<file path="src/rtl/sor_sparse_sweep_assert.svh">
// assertion macros for the sparse sor sweep block
`ifndef SOR_SPARSE_SWEEP_ASSERT_SVH
`define SOR_SPARSE_SWEEP_ASSERT_SVH

`ifndef SYNTH
`define SOR_ASSERT_IMP(label, clk, rst_n, ante, cons, msg) \
  label: assert property (@(posedge clk) disable iff (!rst_n) (ante) |-> (cons)) \
    else $error(msg);
`define SOR_ASSERT_NXT(label, clk, rst_n, ante, cons, msg) \
  label: assert property (@(posedge clk) disable iff (!rst_n) (ante) |=> (cons)) \
    else $error(msg);
`else
`define SOR_ASSERT_IMP(label, clk, rst_n, ante, cons, msg)
`define SOR_ASSERT_NXT(label, clk, rst_n, ante, cons, msg)
`endif

`endif

</file>
<file path="src/rtl/sor_pkg.sv">
// shared types and constants of the sparse sor sweep block
package sor_pkg;
  localparam int DEF_ROWS      = 256;
  localparam int DEF_NONZEROS  = 4096;
  localparam int DEF_FRAC_BITS = 16;
  localparam int OMEGA_FRAC    = 16;
  localparam int QW            = 48;
  localparam logic [17:0] RELAX_RESET = 18'd65536;
  localparam logic [8:0]  ROWS_USE_RESET = 9'd256;

  typedef enum logic [1:0] {
    FUNC_LOAD_NZ  = 2'd0,
    FUNC_LOAD_ROW = 2'd1,
    FUNC_SWEEP    = 2'd2,
    FUNC_READ     = 2'd3
  } func_t;

  typedef enum logic {
    REG_RELAX = 1'b0,
    REG_ROWS  = 1'b1
  } reg_idx_t;

  typedef struct packed {
    logic info_we;
    logic x_we;
  } row_wr_t;
endpackage

</file>
<file path="src/rtl/sor_div.sv">
// bit-serial fixed point divider with saturating quotient
module sor_div #(
  parameter int FRAC_BITS = sor_pkg::DEF_FRAC_BITS
) (
  input  logic                           clk,
  input  logic                           rst_n,
  input  logic                           start,
  input  logic signed [63:0]             num,
  input  logic signed [31:0]             den,
  output logic                           done,
  output logic signed [sor_pkg::QW-1:0]  quot
);
  import sor_pkg::*;

  localparam int STEPS = 64 + FRAC_BITS;
  localparam int CW = $clog2(STEPS + 1);
  localparam logic [QW-1:0] QLIM = QW'(1) << 46;

  logic          run_r;
  logic          done_r;
  logic [CW-1:0] cnt_r;
  logic [63:0]   n_r;
  logic [31:0]   dm_r;
  logic [31:0]   r_r;
  logic [QW-1:0] q_r;
  logic          neg_r;
  logic [32:0]   r_sh;
  logic [32:0]   r_sub;
  logic [QW-1:0] q_sh;
  logic          fit;

  always_comb begin
    r_sh  = {r_r, n_r[63]};
    r_sub = r_sh - {1'b0, dm_r};
    fit   = (r_sh >= {1'b0, dm_r});
    q_sh  = {q_r[QW-2:0], fit};
  end

  always_ff @(posedge clk) begin
    if (!rst_n) begin
      run_r  <= 1'b0;
      done_r <= 1'b0;
    end else begin
      done_r <= 1'b0;
      if (start) begin
        run_r <= 1'b1;
        cnt_r <= '0;
        n_r   <= num[63] ? 64'(-num) : 64'(num);
        dm_r  <= den[31] ? 32'(-den) : 32'(den);
        r_r   <= '0;
        q_r   <= '0;
        neg_r <= num[63] ^ den[31];
      end else if (run_r) begin
        n_r <= {n_r[62:0], 1'b0};
        r_r <= fit ? r_sub[31:0] : r_sh[31:0];
        if (q_sh > QLIM) begin
          q_r    <= QLIM;
          run_r  <= 1'b0;
          done_r <= 1'b1;
        end else begin
          q_r <= q_sh;
          cnt_r <= cnt_r + 1'b1;
          if (cnt_r == CW'(STEPS - 1)) begin
            run_r  <= 1'b0;
            done_r <= 1'b1;
          end
        end
      end
    end
  end

  assign done = done_r;
  assign quot = neg_r ? $signed(-q_r) : $signed(q_r);
endmodule

</file>
<file path="config.mk">
export PLATFORM = sky130hd
export DESIGN_NAME = sor_div
export DESIGN_NICKNAME = d
export VERILOG_FILES = /design/src/rtl/sor_sparse_sweep_assert.svh /design/src/rtl/sor_pkg.sv /design/src/rtl/sor_div.sv
export SDC_FILE = /design/constraint.sdc
export NUM_CORES = 1
export LEC_CHECK = 0
export ABC_CLOCK_PERIOD_IN_PS = 6440
export BUFFER_PORTS_ARGS = -buffer_cell sky130_fd_sc_hd__buf_4
export CAP_MARGIN = 25
export CORE_ASPECT_RATIO = 1.4
export CORE_MARGIN = 2
export CORE_UTILIZATION = 59
export DETAILED_ROUTE_END_ITERATION = 6
export PLACE_DENSITY_LB_ADDON = 0.1
export SYNTH_ARGS = -nofsm -noshare
export SYNTH_HDL_FRONTEND = slang
export SYNTH_SLANG_ARGS = --single-unit
</file>
<file path="constraint.sdc">
create_clock -name clk -period 6.44 [get_ports clk]
set_input_delay 1.288 -clock clk [delete_from_list [all_inputs] [get_ports clk]]
set_output_delay 1.288 -clock clk [all_outputs]
set_load 0.05 [all_outputs]
</file>
# Yosys cells after proc, flatten, opt, wreduce, memory -nomap -nowiden
# Index checks and enable logic that the tools add are counted.
word_totals:
  reg_bits: 186
  word_cells: 43
  inputBits: 99
op_classes:
  n_eq_ne: 2
  bitwise_logic: 3
  reduce_logical: 5
  add_sub_neg: 5
  mux: 17
  magnitude_cmp: 2
op_table:
  columns: ["op", "count"]
  rows:
  - ["64-bit two-way mux", 3]
  - ["48-bit two-way mux", 3]
  - ["32-bit two-way mux", 2]
  - ["64-bit negator", 1]
  - ["48-bit by 47-bit > comparator with 1-bit output, second input constant", 1]
  - ["48-bit negator", 1]
  - ["33-bit by 32-bit greater-or-equal comparator with 1-bit output", 1]
  - ["32-bit negator", 1]
  - ["32-bit subtractor", 1]
  - ["31-bit two-way mux", 1]
  - ["7-bit two-way mux", 2]
  - ["7-bit by 1-bit adder with 7-bit output, second input constant", 1]
  - ["7-bit == test, second input constant", 1]
  - ["1-bit two-way mux", 6]
  - ["2-bit AND reduction", 2]
  - ["3-bit AND reduction", 1]
  - ["3-bit OR reduction", 1]
  - ["2-bit != test, second input constant", 1]
  - ["1-bit inverter", 2]
  - ["2-bit nonzero test", 1]
  - ["1-bit bitwise XOR", 1]

# Depth between registers and ports, before layout
logic_depth:
  ltp_word: 5
  mapped_depth: 13
  mapped_depth_nobuf: 11

# Worst setup path before layout
# Ideal clock, no wire load.
synth_path:
  kind: "input to register"
  from: "in start"
  to: "reg n_r[0], enable pin"
  t_arrival_ps: 5407
  setup_ps: 516
  required_time_ps: 5924
  stages: 4
  setup_slack_ps: 517
  cell_sequence: "clkbuf_1 > clkbuf_1 > clkbuf_1 > o21a_1"
synth_between:
  elab_chain_len: 2
synth_rtl:
  columns: ["item", "line_no", "rtl"]
  rows:
  - ["start: declaration", "sor_div.sv:7", "input logic start,"]
  - ["2-bit nonzero test (no source line)", null, null]
  - ["2-bit AND reduction (no source line)", null, null]
  - ["end signal: assignment", "sor_div.sv:48", "n_r <= num[63] ? 64'(-num) : 64'(num);"]
  - ["end signal: assignment", "sor_div.sv:54", "n_r <= {n_r[62:0], 1'b0};"]
  - ["end: declaration", "sor_div.sv:22", "logic [63:0] n_r;"]
# No other way between the ends.
# A chain may end at the register's enable or synchronous reset.

# Worst setup path after layout
layout_path:
  from: "reg q_r[11]"
  to: "out quot[47] (netlist bit)"
layout_between:
  elab_chain_len: 2
layout_rtl:
  columns: ["item", "line_no", "rtl"]
  rows:
  - ["start: declaration", "sor_div.sv:25", "logic [QW-1:0] q_r;"]
  - ["start signal: assignment", "sor_div.sv:61", "q_r <= q_sh;"]
  - ["48-bit negator", "sor_div.sv:73", "assign quot = neg_r ? $signed(-q_r) : $signed(q_r);"]
  - ["48-bit two-way mux", "sor_div.sv:73", null]
  - ["end: declaration", "sor_div.sv:11", "output logic signed [sor_pkg::QW-1:0] quot"]
# No other way between the ends.

==> run metrics <==
fin area=about 14,000 um^2; die area=21,500 um^2; post-synthesis cell count=1,214; port bufs=147; syn_nets=1,350; vias in the first global route=9,338; Total Power=3.43 mW; Combinational Power Share=0.271; WL final=26,700 um; Std-Cell Rows=61; DP HPWL=18,900 um; grt total ovfl=0; Die Ht=173 um; commonest non-fill, non-tap cell in the layout=edfxtp_1; Die W=125 um; status=completed; Worst Hold Depth=2; post-CTS sizing=0; GRT Util Overall=0.250; worst setup path start=q_r[11]$_SDFFCE_PP0P_; Max-slew headroom=0.326; H-tree depth=4; Sink Count=~190; reg-to-reg setup timing slack=2.50 ns; TritonCTS Buffers=17; vias=9,532; most frequent cells in the layout=edfxtp_1, buf_4, a21oi_1; DR pass1 iterations=5; R2R Path End=cnt_r[1]$_SDFFCE_PP0P_; Skew-Pair Late Insertion Delay=0.44 ns; hold path start=run_r$_SDFF_PN0_; nets@finish=around 1,500; Tmin final=about 4.9 ns; Fin. Hold Viols=0; Worst Tran Pin Value=1.01 ns; I/O Pins=148; Clk network pwr share=0.294; multi-input logic area=6030 um^2; setup TNS=0 ns; Setup Crit Path Kind=flop to output pin; first-pass GRT wire length=44,400 um; gpl congestion=0.956; CP required=5.15 ns; layout cells sized above 1=0.152; EDFF count, synth=around 180; Pwr Density=approximately 250 nW/um^2; Initial Util=0.603; sequential area share after synthesis=0.463; Core Box Area=19,900 um^2; synthesized area per cell=9.90 um^2; Max Slew Vio Count=0; Post-DRT Antenna Nets=0; f_max=approximately 200 MHz; Static Leak=roughly 5.2 nW; cell internal pwr=about 2.3 mW; fin util=0.695; initial antenna violation count=0; largest net degree at the start of global routing=98; library cells used by synthesis=66; final cell count without fillers=1,601; Finish-stage setup viols=0; Cells after DPL=1,566; CP Max Fanout=7; asr flop ratio synth=0; Worst Path Arrival=3.63 ns; Tcrit/Tclk final=0.764; 1st-iter DRT viols=622; main flop type after synthesis=edfxtp_1; RSZ-0062 raised after global routing=no; Reg-to-Reg Start=r_r[7]$_SDFFCE_PP0P_; clock buffer depth=2; NetSw=around 1.1 mW; HP Class=flop to flop; register area=5570 um^2; skew final=0.0151 ns; switch share=0.327; vias per inst=5.95; Synth Register Bits=186; clk root buf=clkbuf_16; Worst-path clk slew=0.07 ns; crit end category=output pin; Flop pwr share=0.435; # DRC=0; synth warn=0; synthesized cell area=12,000 um^2; DP Area=roughly 13,000 um^2; postcts setup bufs=0; Critical Path End=quot[47]; DR WL/cell=16.7 um; worst-case reg-to-reg path depth=10; Max IR drop VDD=between 150 and 200 uV; Max-cap violations=0; CTS Hold Bufs=0; Diodes inserted=0; Worst setup SP type=flop; Layout area overhead=15.3%; fillers=1,562; CTS tree=done
final cells by class:
cell class	instances	share of cell area
Inverter	53	0.0144
Timing Repair Buffer	156	0.0847
Clock buffer	17	0.0307
Tap cell	252	0.0228
Clock inverter	15	0.00994
Sequential cell	186	0.402
Multi-Input combinational cell	922	0.436
power by group through the flow:
stage / Clock, mW / Sequential [mW] / Combinational (mW)
CTS: 1.03 / 1.49 / 0.928
detailed placement: 0 / 1.52 / 0.922
global placement: 0 / 1.52 / 0.911
floorplan: 0 / 1.51 / 0.671
global route: 1.07 / 1.50 / 1.02
finish: 1.01 / 1.49 / 0.930
layer usage:
| metal | GRT usage | up-vias | part of all wire | routed length (um) |
|---|---|---|---|---|
| met3 | 0.0359 | 56 | 0.028 | 762 |
| met4 | 0.108 | 0 | 0.032 | 864 |
| li1 | - | 4731 | - | - |
| met5 | 0 | - | 0 | 0 |
| met1 | 0.298 | 4549 | 0.41 | 11000 |
| met2 | 0.449 | 196 | 0.53 | 14100 |
stage by stage:
stage          setup slack, ns  hold slack [ns]
3_5_place_dp              1.94            0.533
6_report                  1.52            0.551
5_1_grt                   1.32            0.589
4_1_cts                   1.46            0.546
3_3_place_gp              1.98            0.526
2_1_floorplan            0.517            0.489
worst max-delay path, stage by stage, from the launching register on:
cell and delay, ns:
edfxtp_1 0.45, or4_1 0.59, or4_4 0.47, nor4_2 0.38, nand3_1 0.29, or3_1 0.40, o31ai_1 0.25, xnor2_1 0.15
buf_4 0.21
Yosys cell counts (all sizes together), types with 28 or more instances:
| library cell | count | area [um^2] |
|---|---|---|
| xnor2 | 91 | 797 |
| nand2 | 97 | 364 |
| inv | 53 | 199 |
| ha | 36 | 450 |
| edfxtp | 184 | 5530 |
| a21oi | 113 | 566 |
| xor2 | 70 | 613 |
| nor2 | 98 | 368 |
| clkbuf | 41 | 154 |
| o31ai | 45 | 338 |
| o41ai | 28 | 260 |
| and2 | 51 | 319 |
| o21ai | 59 | 295 |
cell families (layout without fill, tap and decap cells):
kind of cell    after synthesis  in the layout  share of synthesized area
compound gates              317            317                      0.170
xor+xnor                    161            161                      0.117
fa+ha+maj                    37             37                     0.0392
buf+inv                     106            241                     0.0361
flops                       186            186                      0.463
mux                           4              4                    0.00354
other cells                   1              1                   0.000312
simple gates                402            402                      0.171
state kept, by name, indices dropped and copies added, names as in the netlist:
| name | cells |
|---|---|
| n_r | 64 |
| q_r | 48 |
| dm_r | 32 |
| r_r | 32 |
| cnt_r | 7 |
| done | 1 |
| neg_r | 1 |
| run_r | 1 |
how the worst min path moves through the flow:
stage	slack, ns	end
after floorplan	0.49	run_r$_SDFF_PN0_
after global placement	0.53	run_r$_SDFF_PN0_
after detailed placement	0.53	run_r$_SDFF_PN0_
after CTS	0.55	run_r$_SDFF_PN0_
after global routing	0.59	run_r$_SDFF_PN0_
final	0.55	run_r$_SDFF_PN0_
Power figures use the tool's default switching activity.
